--- src/rtl/rbs_pkg.sv ---
// Shared types, constants and helper functions of the receive band selector.
// No dependencies; every other file of the block imports this package.
package rbs_pkg;

    // Range table geometry
    localparam int RANGE_ENTRIES = 16;
    localparam int PATTERN_BITS  = 8;
    localparam int ENTRY_IDX_W   = (RANGE_ENTRIES > 1) ? $clog2(RANGE_ENTRIES) : 1;
    localparam int IDX_EXT_W     = (ENTRY_IDX_W > 4) ? ENTRY_IDX_W : 4;

    // Constant divider: one reciprocal multiply, x * ceil(2^n / d) >> n
    localparam int          DIV_STEPS = 1;
    localparam logic [31:0] RECIP_3    = 32'hAAAA_AAAB;
    localparam logic [31:0] RECIP_5    = 32'hCCCC_CCCD;
    localparam int          RECIP_3_SH = 33;
    localparam int          RECIP_5_SH = 34;

    // One sequencer pass covers the table scan and the division
    localparam int SCAN_STEPS = (RANGE_ENTRIES > DIV_STEPS) ? RANGE_ENTRIES : DIV_STEPS;
    localparam int CNT_W      = (SCAN_STEPS > 1) ? $clog2(SCAN_STEPS) : 1;

    // Prescaler thresholds, 11.21: 0.8, 3.2 and 10.0 truncated
    localparam logic [31:0] THR_64 = 32'd1677721;
    localparam logic [31:0] THR_16 = 32'd6710886;
    localparam logic [31:0] THR_4  = 32'd20971520;

    localparam logic [31:0] WIDTH_NONE = 32'hFFFF_FFFF;

    // Trip point patterns
    localparam logic [7:0] PAT_BELOW_LOW  = 8'(1 << 1);
    localparam logic [7:0] PAT_BELOW_MID  = 8'(1 << 2);
    localparam logic [7:0] PAT_BELOW_HIGH = 8'(1 << 0);
    localparam logic [7:0] PAT_ABOVE_HIGH = 8'(1 << 3);

    // Configuration register indexes
    localparam logic [2:0] REG_PRESELECT_MODE = 3'd0;
    localparam logic [2:0] REG_TRIP_LOW       = 3'd1;
    localparam logic [2:0] REG_TRIP_MID       = 3'd2;
    localparam logic [2:0] REG_TRIP_HIGH      = 3'd3;
    localparam logic [2:0] REG_THIRD_LIMIT    = 3'd4;
    localparam logic [2:0] REG_FIFTH_LIMIT    = 3'd5;
    localparam logic [2:0] REG_SWAP_IQ        = 3'd6;
    localparam logic [2:0] REG_LOW_POWER      = 3'd7;

    localparam logic [1:0] MODE_TRIP = 2'd0;

    typedef enum logic [1:0] {
        DIV_NONE,
        DIV_BY_3,
        DIV_BY_5
    } div_mode_t;

    typedef struct packed {
        logic                    en;
        logic [ENTRY_IDX_W-1:0]  idx;
        logic [31:0]             lo;
        logic [31:0]             hi;
        logic [PATTERN_BITS-1:0] pat;
    } tbl_wr_t;

    typedef struct packed {
        logic                   clear;
        logic                   step;
        logic [ENTRY_IDX_W-1:0] idx;
    } scan_ctrl_t;

    typedef struct packed {
        logic      load;
        logic      step;
        div_mode_t mode;
    } div_ctrl_t;

    // Prescaler shift: ratio 64, 16, 4 or 1 as a power of two
    function automatic logic [2:0] ratio_shift(input logic [31:0] f);
        logic [2:0] sh;
        if (f < THR_64)
            sh = 3'd6;
        else if (f < THR_16)
            sh = 3'd4;
        else if (f < THR_4)
            sh = 3'd2;
        else
            sh = 3'd0;
        return sh;
    endfunction

endpackage

--- src/rtl/rbs_range_table.sv ---
// Preselector range table with a one-entry-per-cycle narrowest-range search.
// Depends on rbs_pkg.
module rbs_range_table
    import rbs_pkg::*;
(
    input  logic                    clk,
    input  logic                    rst_n,
    input  tbl_wr_t                 wr,
    input  scan_ctrl_t              scan,
    input  logic [31:0]             freq,
    output logic [PATTERN_BITS-1:0] best_pattern
);

    logic [31:0]             lo_mem  [RANGE_ENTRIES];
    logic [31:0]             hi_mem  [RANGE_ENTRIES];
    logic [PATTERN_BITS-1:0] pat_mem [RANGE_ENTRIES];
    logic [RANGE_ENTRIES-1:0] valid_reg;

    logic [31:0]             best_reg, best_next;
    logic [PATTERN_BITS-1:0] pat_reg, pat_next;

    logic [31:0]             rd_lo, rd_hi, rd_width;
    logic [PATTERN_BITS-1:0] rd_pat;
    logic                    hit;

    always_ff @(posedge clk)
    begin
        if (wr.en)
        begin
            lo_mem[wr.idx]  <= wr.lo;
            hi_mem[wr.idx]  <= wr.hi;
            pat_mem[wr.idx] <= wr.pat;
        end
    end

    // Entries never written read as zero, as after a cleared table
    always_ff @(posedge clk or negedge rst_n)
    begin
        if (!rst_n)
            valid_reg <= '0;
        else if (wr.en)
            valid_reg[wr.idx] <= 1'b1;
    end

    always_comb
    begin
        rd_lo    = valid_reg[scan.idx] ? lo_mem[scan.idx]  : '0;
        rd_hi    = valid_reg[scan.idx] ? hi_mem[scan.idx]  : '0;
        rd_pat   = valid_reg[scan.idx] ? pat_mem[scan.idx] : '0;
        rd_width = rd_hi - rd_lo;
        hit      = (freq >= rd_lo) && (freq <= rd_hi) && (rd_width < best_reg);

        best_next = best_reg;
        pat_next  = pat_reg;
        if (scan.clear)
        begin
            best_next = WIDTH_NONE;
            pat_next  = '0;
        end
        else if (scan.step && hit)
        begin
            best_next = rd_width;
            pat_next  = rd_pat;
        end
    end

    always_ff @(posedge clk)
    begin
        best_reg <= best_next;
        pat_reg  <= pat_next;
    end

    assign best_pattern = pat_reg;

endmodule

--- src/rtl/rbs_const_div.sv ---
// Divider by 3 or 5 through one registered reciprocal multiply, or pass-through.
// Depends on rbs_pkg.
module rbs_const_div
    import rbs_pkg::*;
(
    input  logic        clk,
    input  div_ctrl_t   ctrl,
    input  logic [31:0] dividend,
    output logic [31:0] quotient
);

    div_mode_t   mode_reg, mode_next;
    logic [31:0] num_reg, num_next;
    logic [31:0] quot_reg, quot_next;

    logic [31:0] magic;
    logic [63:0] product;

    always_comb
    begin
        magic     = (mode_reg == DIV_BY_5) ? RECIP_5 : RECIP_3;
        product   = 64'(num_reg) * 64'(magic);
        mode_next = mode_reg;
        num_next  = num_reg;
        quot_next = quot_reg;

        if (ctrl.load)
        begin
            mode_next = ctrl.mode;
            num_next  = dividend;
            quot_next = (ctrl.mode == DIV_NONE) ? dividend : '0;
        end
        else if (ctrl.step && (mode_reg != DIV_NONE))
        begin
            // Drop the fraction bits of the scaled product
            if (mode_reg == DIV_BY_5)
                quot_next = 32'(product >> RECIP_5_SH);
            else
                quot_next = 32'(product >> RECIP_3_SH);
        end
    end

    always_ff @(posedge clk)
    begin
        mode_reg <= mode_next;
        num_reg  <= num_next;
        quot_reg <= quot_next;
    end

    assign quotient = quot_reg;

endmodule

--- src/rtl/rx_band_selector.sv ---
// Receive band selector: a tune transaction (cmd 0) is accepted when start is high and busy is
// low; busy then stays high while a sequencer steps the range table scan (one entry a cycle)
// and, in its first cycle, the divide-by-3/5 reciprocal multiply, and the result is on the
// output ports for exactly one cycle with done high, in the first cycle after busy falls. A
// table write transaction (cmd 1) leaves busy low and gives no result. The receiver cannot
// stall: sample the outputs whenever done is high. The table reads as zero after reset; no
// clearing pass is needed. Write configuration only while idle.
// Depends on rbs_pkg, rbs_range_table and rbs_const_div.
module rx_band_selector
    import rbs_pkg::*;
(
    input  logic        clk,
    input  logic        rst_n,
    input  logic        start,
    output logic        busy,
    output logic        done,
    input  logic        cfg_we,
    input  logic [2:0]  cfg_addr,
    input  logic [31:0] cfg_wdata,
    input  logic        cmd,
    input  logic [31:0] tune_freq,
    input  logic [3:0]  entry_index,
    input  logic [31:0] entry_low,
    input  logic [31:0] entry_high,
    input  logic [7:0]  entry_pattern,
    output logic [7:0]  filter_pattern,
    output logic [6:0]  prescale_ratio,
    output logic        iq_swap,
    output logic [31:0] vco_freq
);

    typedef enum logic [1:0] {
        ST_IDLE,
        ST_RUN,
        ST_FIN
    } state_t;

    state_t      state_reg, state_next;
    logic [CNT_W-1:0] cnt_reg, cnt_next;
    logic [31:0] freq_reg, freq_next;

    logic [1:0]  mode_reg;
    logic [15:0] trip_low_reg, trip_mid_reg, trip_high_reg;
    logic [31:0] third_reg, fifth_reg;
    logic        swap_dflt_reg, low_power_reg;

    logic        done_reg, done_next;
    logic [7:0]  pattern_reg, pattern_next;
    logic [6:0]  ratio_reg, ratio_next;
    logic        swap_reg, swap_next;
    logic [31:0] vco_reg, vco_next;

    logic                    accept;
    logic [IDX_EXT_W-1:0]    idx_ext;
    tbl_wr_t                 tbl_wr;
    scan_ctrl_t              scan;
    div_ctrl_t               div_ctrl;
    logic [PATTERN_BITS-1:0] scan_pattern;
    logic [31:0]             quotient;
    logic [31:0]             vco_raw;
    logic [15:0]             freq_top;
    logic [7:0]              trip_pattern;

    assign accept  = start && (state_reg == ST_IDLE);
    assign idx_ext = IDX_EXT_W'(entry_index);

    always_comb
    begin
        tbl_wr.en  = accept && cmd && (32'(entry_index) < RANGE_ENTRIES);
        tbl_wr.idx = idx_ext[ENTRY_IDX_W-1:0];
        tbl_wr.lo  = entry_low;
        tbl_wr.hi  = entry_high;
        tbl_wr.pat = PATTERN_BITS'(entry_pattern);
    end

    always_comb
    begin
        scan.clear = accept;
        scan.step  = (state_reg == ST_RUN) && (32'(cnt_reg) < RANGE_ENTRIES);
        scan.idx   = ENTRY_IDX_W'(cnt_reg);

        vco_raw = tune_freq << ratio_shift(tune_freq);
        div_ctrl.load = accept;
        div_ctrl.step = (state_reg == ST_RUN) && (32'(cnt_reg) < DIV_STEPS);
        if (tune_freq >= fifth_reg)
            div_ctrl.mode = DIV_BY_5;
        else if (tune_freq >= third_reg)
            div_ctrl.mode = DIV_BY_3;
        else
            div_ctrl.mode = DIV_NONE;
    end

    rbs_range_table u_table (
        .clk          (clk),
        .rst_n        (rst_n),
        .wr           (tbl_wr),
        .scan         (scan),
        .freq         (freq_reg),
        .best_pattern (scan_pattern)
    );

    rbs_const_div u_div (
        .clk      (clk),
        .ctrl     (div_ctrl),
        .dividend (vco_raw),
        .quotient (quotient)
    );

    // Configuration registers
    always_ff @(posedge clk or negedge rst_n)
    begin
        if (!rst_n)
        begin
            mode_reg      <= '0;
            trip_low_reg  <= '0;
            trip_mid_reg  <= '0;
            trip_high_reg <= '0;
            third_reg     <= '1;
            fifth_reg     <= '1;
            swap_dflt_reg <= 1'b0;
            low_power_reg <= 1'b0;
        end
        else if (cfg_we)
        begin
            case (cfg_addr)
                REG_PRESELECT_MODE: mode_reg      <= cfg_wdata[1:0];
                REG_TRIP_LOW:       trip_low_reg  <= cfg_wdata[15:0];
                REG_TRIP_MID:       trip_mid_reg  <= cfg_wdata[15:0];
                REG_TRIP_HIGH:      trip_high_reg <= cfg_wdata[15:0];
                REG_THIRD_LIMIT:    third_reg     <= cfg_wdata;
                REG_FIFTH_LIMIT:    fifth_reg     <= cfg_wdata;
                REG_SWAP_IQ:        swap_dflt_reg <= cfg_wdata[0];
                REG_LOW_POWER:      low_power_reg <= cfg_wdata[0];
                default:            ;
            endcase
        end
    end

    // Trip point pattern from the 11.5 view of the frequency
    always_comb
    begin
        freq_top = freq_reg[31:16];
        if (freq_top < trip_low_reg)
            trip_pattern = PAT_BELOW_LOW;
        else if (freq_top < trip_mid_reg)
            trip_pattern = PAT_BELOW_MID;
        else if (freq_top < trip_high_reg)
            trip_pattern = PAT_BELOW_HIGH;
        else
            trip_pattern = PAT_ABOVE_HIGH;
    end

    always_comb
    begin
        state_next   = state_reg;
        cnt_next     = cnt_reg;
        freq_next    = freq_reg;
        done_next    = 1'b0;
        pattern_next = pattern_reg;
        ratio_next   = ratio_reg;
        swap_next    = swap_reg;
        vco_next     = vco_reg;

        case (state_reg)
            ST_IDLE:
            begin
                if (accept && !cmd)
                begin
                    freq_next  = tune_freq;
                    cnt_next   = '0;
                    state_next = ST_RUN;
                end
            end
            ST_RUN:
            begin
                cnt_next = cnt_reg + 1'b1;
                if (cnt_reg == CNT_W'(SCAN_STEPS - 1))
                    state_next = ST_FIN;
            end
            ST_FIN:
            begin
                // Assemble the result; it goes out with done on the next cycle
                if (low_power_reg)
                    pattern_next = '0;
                else if (mode_reg == MODE_TRIP)
                    pattern_next = 8'(trip_pattern & 8'((1 << PATTERN_BITS) - 1));
                else
                    pattern_next = 8'(scan_pattern);
                ratio_next = 7'(7'd1 << ratio_shift(freq_reg));
                swap_next  = swap_dflt_reg ^
                             ((freq_reg >= third_reg) && (freq_reg < fifth_reg));
                vco_next   = quotient;
                done_next  = 1'b1;
                state_next = ST_IDLE;
            end
            default:
            begin
                state_next = ST_IDLE;
            end
        endcase
    end

    always_ff @(posedge clk or negedge rst_n)
    begin
        if (!rst_n)
        begin
            state_reg <= ST_IDLE;
            cnt_reg   <= '0;
            done_reg  <= 1'b0;
        end
        else
        begin
            state_reg <= state_next;
            cnt_reg   <= cnt_next;
            done_reg  <= done_next;
        end
    end

    always_ff @(posedge clk)
    begin
        freq_reg    <= freq_next;
        pattern_reg <= pattern_next;
        ratio_reg   <= ratio_next;
        swap_reg    <= swap_next;
        vco_reg     <= vco_next;
    end

    assign busy           = (state_reg != ST_IDLE);
    assign done           = done_reg;
    assign filter_pattern = pattern_reg;
    assign prescale_ratio = ratio_reg;
    assign iq_swap        = swap_reg;
    assign vco_freq       = vco_reg;

    // A tune transaction occupies the block; a table write does not
    a_tune_busy: assert property (@(posedge clk) disable iff (!rst_n)
        start && !busy && !cmd |=> busy)
        else $error("tune transaction did not start the sequencer");

    a_write_idle: assert property (@(posedge clk) disable iff (!rst_n)
        start && !busy && cmd |=> !busy && !done)
        else $error("table write started the sequencer");

    a_done_idle: assert property (@(posedge clk) disable iff (!rst_n)
        done |-> !busy && $past(state_reg == ST_FIN))
        else $error("result strobe outside the finish step");

    a_ratio_legal: assert property (@(posedge clk) disable iff (!rst_n)
        done |-> (prescale_ratio == 7'd1) || (prescale_ratio == 7'd4) ||
                 (prescale_ratio == 7'd16) || (prescale_ratio == 7'd64))
        else $error("illegal prescaler ratio");

endmodule
--- config.mk ---
export PLATFORM = sky130hd
export DESIGN_NAME = rx_band_selector
export DESIGN_NICKNAME = d
export VERILOG_FILES = /design/src/rtl/rbs_pkg.sv /design/src/rtl/rbs_range_table.sv /design/src/rtl/rbs_const_div.sv /design/src/rtl/rx_band_selector.sv
export SDC_FILE = /design/constraint.sdc
export NUM_CORES = 2
export LEC_CHECK = 0
export BUFFER_PORTS_ARGS = -buffer_cell sky130_fd_sc_hd__buf_2
export CAP_MARGIN = 20
export CORE_UTILIZATION = 64
export DETAILED_ROUTE_END_ITERATION = 8
export GPL_TIMING_DRIVEN = 0
export PLACE_DENSITY = 0.81
export SLEW_MARGIN = 20
export SYNTH_ARGS = -nofsm -noshare
export SYNTH_HDL_FRONTEND = slang
export SYNTH_HIERARCHICAL = 1
export SYNTH_SLANG_ARGS = --single-unit
--- constraint.sdc ---
create_clock -name clk -period 10 [get_ports clk]
set_clock_uncertainty 0.15 [all_clocks]
set_input_delay 2 -clock clk [delete_from_list [all_inputs] [get_ports clk]]
set_output_delay 2 -clock clk [all_outputs]
set_load 0.05 [all_outputs]
# Yosys cells after proc, flatten, opt, wreduce, memory -nomap -nowiden
# Memories as Yosys holds them, arrays and structs flattened.
# Index checks and enable logic that the tools add are counted.
[totals] reg_bits=325 ramBits=1152 in_bits=148 output_inout_bits=50 elab_cells=128 mem_count=3
[classes] n_addsub=2 multipliers=1 magnitude_cmp=20 n_eq_ne=13 n_shift=2 muxes=33 n_bitwise=2 n_reduce_logical=30
[memory_table] memory="u_table.hi_mem" depth=16 word_bits=32 rd=1 rd_ports_with_merged_regs=0 write_ports=1 line_no="rbs_range_table.sv:15" rtl="logic [31:0] hi_mem [RANGE_ENTRIES];"
[memory_table] memory="u_table.lo_mem" depth=16 word_bits=32 rd=1 rd_ports_with_merged_regs=0 write_ports=1 line_no="rbs_range_table.sv:14" rtl="logic [31:0] lo_mem [RANGE_ENTRIES];"
[memory_table] memory="u_table.pat_mem" depth=16 word_bits=8 rd=1 rd_ports_with_merged_regs=0 write_ports=1 line_no="rbs_range_table.sv:16" rtl="logic [PATTERN_BITS-1:0] pat_mem [RANGE_ENTRIES];"
[op_table] operator="$mux W32" count=5
[op_table] operator="$ge A32 B32 Y1" count=4
[op_table] operator="$lt A32 B21 Y1 const B" count=2
[op_table] operator="$lt A32 B23 Y1 const B" count=2
[op_table] operator="$lt A32 B25 Y1 const B" count=2
[op_table] operator="$lt A32 B32 Y1" count=2
[op_table] operator="$mul A32 B32 Y64" count=1
[op_table] operator="$mux W31" count=2
[op_table] operator="$lt A16 B16 Y1" count=3
[op_table] operator="$le A32 B32 Y1" count=1
[op_table] operator="$shl A32 B3 Y32" count=1
[op_table] operator="$sub A32 B32 Y32" count=1
[op_table] operator="$reduce_and A2 Y1" count=11
[op_table] operator="$mux W4" count=4
[op_table] operator="$mux W8" count=2
[op_table] operator="$or A16 B16 Y16" count=1
[op_table] operator="$mux W3" count=5
[op_table] operator="$eq A3 B3 Y1 const B" count=4
[op_table] operator="$logic_and A1 B1 Y1" count=10
[op_table] operator="$lt A4 B5 Y1 const B" count=2
[op_table] operator="$mux W2" count=5
[op_table] operator="$pmux W4 S2" count=1
[op_table] operator="$reduce_bool A2 Y1" count=4
[op_table] operator="$shl A1 B3 Y7 const A" count=1
[op_table] operator="18 further kinds" count=27

# Logic depth before layout (Yosys ltp)
[logic_depth] depth_word=7 depth_mapped=32 mapped_depth_nobuf=30

# Modules after synthesis
# The synthesis kept the hierarchy.
[modules_own_cells] mod="rbs_range_table" n_inst=1 cells_per_inst=2520 area_per_inst_um2=49789.0 seq_area_each_um2=35794.3
[modules_own_cells] mod="rbs_const_div" n_inst=1 cells_per_inst=2371 area_per_inst_um2=24339.6 seq_area_each_um2=1981.9
[modules_own_cells] mod="rx_band_selector" n_inst=1 cells_per_inst=1113 area_per_inst_um2=12027.8 seq_area_each_um2=5470.2

# Worst setup path before layout
# No wires, ideal clock.
[synth_timing] path_type="reg-to-reg" start="register u_div.mode_reg[1]" end="register u_div.quot_reg[29] (netlist: u_div/quotient[29]), data pin" setup_ns=0.261 arrival_ns=8.387 required_ns=9.589 path_slack_ns=1.202 path_stages_with_launch=31 n_path_buf=3 period_less_slack_ns=8.798 path_cell_list="edfxtp_1 > nand2b_1 > clkbuf_1 > clkbuf_1 > clkbuf_1 > nor2_1 > fa_1 > inv_1 > fa_1 > inv_1 > fa_1 > inv_1 > fa_1 > inv_1 > fa_1 > fa_1 > fa_1 > inv_1 > fa_1 > inv_1 > ha_1 > nand2_1 > nor2_1 > nand4b_1 > a221o_1 > a2111oi_2 > nor2_1 > o31ai_4 > a31oi_2 > mux2_4 > a221o_1"
[synth_between] elab_chain_cells=6
[synth_lines] element="start: declaration" line_no="rbs_const_div.sv:12" rtl="div_mode_t mode_reg, mode_next;"
[synth_lines] element="start signal: assignment" line_no="rbs_const_div.sv:45" rtl="mode_reg <= mode_next;"
[synth_lines] element="$eq A2 B2 Y1 *" line_no="rbs_const_div.sv:21, rbs_const_div.sv:36"
[synth_lines] element="$mux W31" line_no="rbs_const_div.sv:21" rtl="magic = (mode_reg == DIV_BY_5) ? RECIP_5 : RECIP_3;"
[synth_lines] element="$mul A32 B32 Y64" line_no="rbs_const_div.sv:22" rtl="product = 64'(num_reg) * 64'(magic);"
[synth_lines] element="$mux W31 *" line_no="rbs_const_div.sv:36" rtl="if (mode_reg == DIV_BY_5)"
[synth_lines] element="$mux W32 *" line_no="rbs_const_div.sv:33" rtl="else if (ctrl.step && (mode_reg != DIV_NONE))"
[synth_lines] element="$mux W32 *" line_no="rbs_const_div.sv:27" rtl="if (ctrl.load)"
[synth_lines] element="named net u_div.quot_next[29]" line_no="rbs_const_div.sv:14" rtl="logic [31:0] quot_reg, quot_next;"
[synth_lines] element="end signal: assignment" line_no="rbs_const_div.sv:47" rtl="quot_reg <= quot_next;"
[synth_lines] element="end: declaration" line_no="rbs_const_div.sv:14"
# Mark *: on every way through the listed nets, which the timed path passes. The rest lies on a longest branch. The select of a mux whose other input is x is not followed.
# A chain may end at the register's enable or synchronous reset.

# Worst setup path after layout
# Same ends and word-level chain as after synthesis.

==> flow_metrics.env <==
export IMPL_period_share_pct=98.86
export IMPL_cp_data_required_time_ns=10.42
export IMPL_final_cell_mix="edfxtp_1, inv_1, ha_1, fa_1, mux4_2"
export IMPL_numCtsBuffers=148
export IMPL_final_antenna_net_count=0
export IMPL_ios=198
export IMPL_hold_class="flip-flop to flip-flop"
export IMPL_cts_sinks=1474
export IMPL_synth_top_cell_by_area="edfxtp_1"
export IMPL_synthMuxAreaShare_pct=10.79
export IMPL_cts_tree="yes"
export IMPL_max_slew_margin_pct=16.08
export IMPL_worstMarginPinSlew_ns=1.259
export IMPL_path_common_cell="fa_1"
export IMPL_grt_max_degree=71
export IMPL_synth_edf_count=1295
export IMPL_drv_cap=0
export IMPL_synthToLayoutAreaGrowth_pct=11.97
export IMPL_cts_root_buffer_cell="clkbuf_16"
export IMPL_final_layout_size_suffix_gt1_share_pct=17.04
export IMPL_fmax_mhz=101.1
export IMPL_layout_commonest_cell="edfxtp_1"
export IMPL_die_w_um=368.9
export IMPL_drtIter0Drc=6491
export IMPL_hold_viol_final=0
export IMPL_cp_data_arrival_time_ns=10.31
export IMPL_initial_core_util_pct=64.56
export IMPL_antenna_found_initial=17
export IMPL_slew_viol_final=0
export IMPL_min_period_ns=9.886
export IMPL_tns_ns=0
export IMPL_multi_input_area_um2=38870
export IMPL_synthSimpleGateAreaFrac_pct=4.394
export IMPL_slowest_stage="fa_1"
export IMPL_reg_largest_list="u_table/hi_mem: 512 flops, u_table/lo_mem: 512 flops, u_table/pat_mem: 128 flops"
export IMPL_num_rows=134
export IMPL_dr_wl_met2_um=128700
export IMPL_critPathCaptureType="flip-flop"
export IMPL_yosys_warnings=6
export IMPL_grt_pass1_wl_um=380800
export IMPL_clkLatencyLatePin_ns=0.83
export IMPL_fp_dieH_um=368.9
export IMPL_synth_xor_area_share_pct=0.7218
export IMPL_fin_ws_ns=0.1136
export IMPL_crit_start="u_div/mode_reg[1]"
export IMPL_clk_transition_reported_paths_ns=0.07
export IMPL_seq_area_um2=43250
export IMPL_status="complete, no violations"
export IMPL_gr_usage_all_layers_pct=39.59
export IMPL_postCtsHoldBufs=0
export IMPL_via_per_inst=6.552
export IMPL_htreeDepth=4
export IMPL_yosysTopAreaCellShare_pct=45.14
export IMPL_netlist_instances=6004
export IMPL_top_layer="met5"
export IMPL_synth_cell_types=93
export IMPL_grt_pass1_vias=56779
export IMPL_syn_area_um2=86160
export IMPL_setup_viol=0
export IMPL_synth_async_reset_ratio_pct=9.430
export IMPL_synth_yosys_seq_area_share_pct=50.20
export IMPL_io_buffers=192
export IMPL_startpoint_type="flip-flop"
export IMPL_first_pass_iters=6
export IMPL_gp_congestion=1.014
export IMPL_avgSynthCellArea_um2=14.35
export IMPL_coreArea_um2=133500
export IMPL_n_fill_cell=8500
export IMPL_dp_slack_ns=-1.710
export IMPL_slowest_delay_ns=0.67
export IMPL_synth_ff_type="edfxtp_1"
export IMPL_cts_max_path_buffers=3
export IMPL_holdWs_ns=0.2493
export IMPL_wl_met1_um=91440
export IMPL_overflow=0
export IMPL_synth_seq_cells=1474
export IMPL_cp_max_fo=10
export IMPL_timing_rr_start="u_div/mode_reg[1]"
export IMPL_wire_per_inst_um=31.41
export IMPL_path_class="flip-flop to flip-flop"
export IMPL_rsz0062_at_grt="true"
export IMPL_vias=55110
export IMPL_place_hpwl_um=193100
export IMPL_synth_top_family_by_area="adder cells"
export IMPL_synth_compound_area_share_pct=5.899
export IMPL_drc=0
export IMPL_dr_wl_met3_um=25420
export IMPL_synthAdderAreaFrac_pct=22.77
export IMPL_wl_um=264200
export IMPL_worstHoldStart="u_div/quotient[25]"
export IMPL_die_area_um2=136100
export IMPL_yosys_top_cells_area="edfxtp_1, fa_1, ha_1, mux4_2, inv_1"
export IMPL_final_nets=7869
cells in the mapped netlist (62+ instances only):
master and n:
dfrtp_1 75, nand2_1 304, mux4_2 333, a21o_1 104, nand3_1 94, edfxtp_1 1295
ha_1 603, nor2_1 126, dfstp_2 64, mux2_2 87, o21ai_0 218, inv_1 986
a21oi_1 190, fa_1 603, nand4_1 62, mux2i_1 80, clkbuf_1 132
repair_timing:
action / CTS / global route
buffers inserted: 2 / 1
gates resized for setup: 21 / 26
setup endpoints to repair: 31 / 66
pin swaps: 0 / 2
kinds of logic (layout without fill, tap and decap cells):
logic type / Yosys count / count (layout)
xor+xnor: 71 / 71
flops: 1474 / 1474
mux: 501 / 501
compound gates: 785 / 785
simple gates: 792 / 792
buf+inv: 1172 / 1739
fa+ha+maj: 1206 / 1206
other cells: 3 / 75
per-layer routing:
layer  GRT usage (%)  vias to the layer above
met5               0                        -
met4           23.71                       20
met3           8.714                      860
met1           48.47                    28118
met2           64.79                     3508
li1                -                    22604
area by class of cell:
cell class                      instances  area share [%]
Sequential cell                      1474           44.83
Multi-Input combinational cell       3424           40.30
Clock buffer                          188           4.081
Inverter                              988           3.844
Timing Repair Buffer                  297           2.795
Tap cell                             1768           2.293
Clock inverter                         84          0.9974
Buffer                                182          0.8457
Antenna cell                            6         0.01556
critical path, delay by kind of cell (launching register included):
kind | cells | cell delay (ns)
flip-flops | 1 | 0.41
AO/OA/AOI/OAI | 7 | 1.71
multiplexers | 1 | 0.32
AND/OR/NAND/NOR | 4 | 0.70
adder cells (fa/ha/maj) | 9 | 4.76
buffers and inverters | 10 | 1.54
path summary, 6_finish.rpt:
| path | to | slack (ns) | cells after the start |
|---|---|---|---|
| min in group asynchronous | done | 1.04 | 1 |
| min reg2reg | vco_freq[25] | 0.25 | 0 |
| max | u_div/quotient[29] | 0.11 | 31 |
| max reg2reg | u_div/quotient[29] | 0.11 | 31 |
| max in group asynchronous | fifth_reg[1] | 7.81 | 2 |
| min | vco_freq[25] | 0.25 | 0 |
metrics by stage:
| step | instances | utilization (%) | instance area (um^2) |
|---|---|---|---|
| 6_report | 8411 | 72.28 | 96470 |
| 2_1_floorplan | 6070 | - | 86400 |
| 3_5_place_dp | 8132 | 68.50 | 91420 |
| 4_1_cts | 8405 | 72.22 | 96390 |
| 5_1_grt | 8409 | 72.28 | 96460 |
| 3_3_place_gp | 8030 | 67.12 | 89580 |
Power is left out: the tool's default activity adds up to more than one toggle a clock period on the data nets, which glitch-free logic cannot reach.
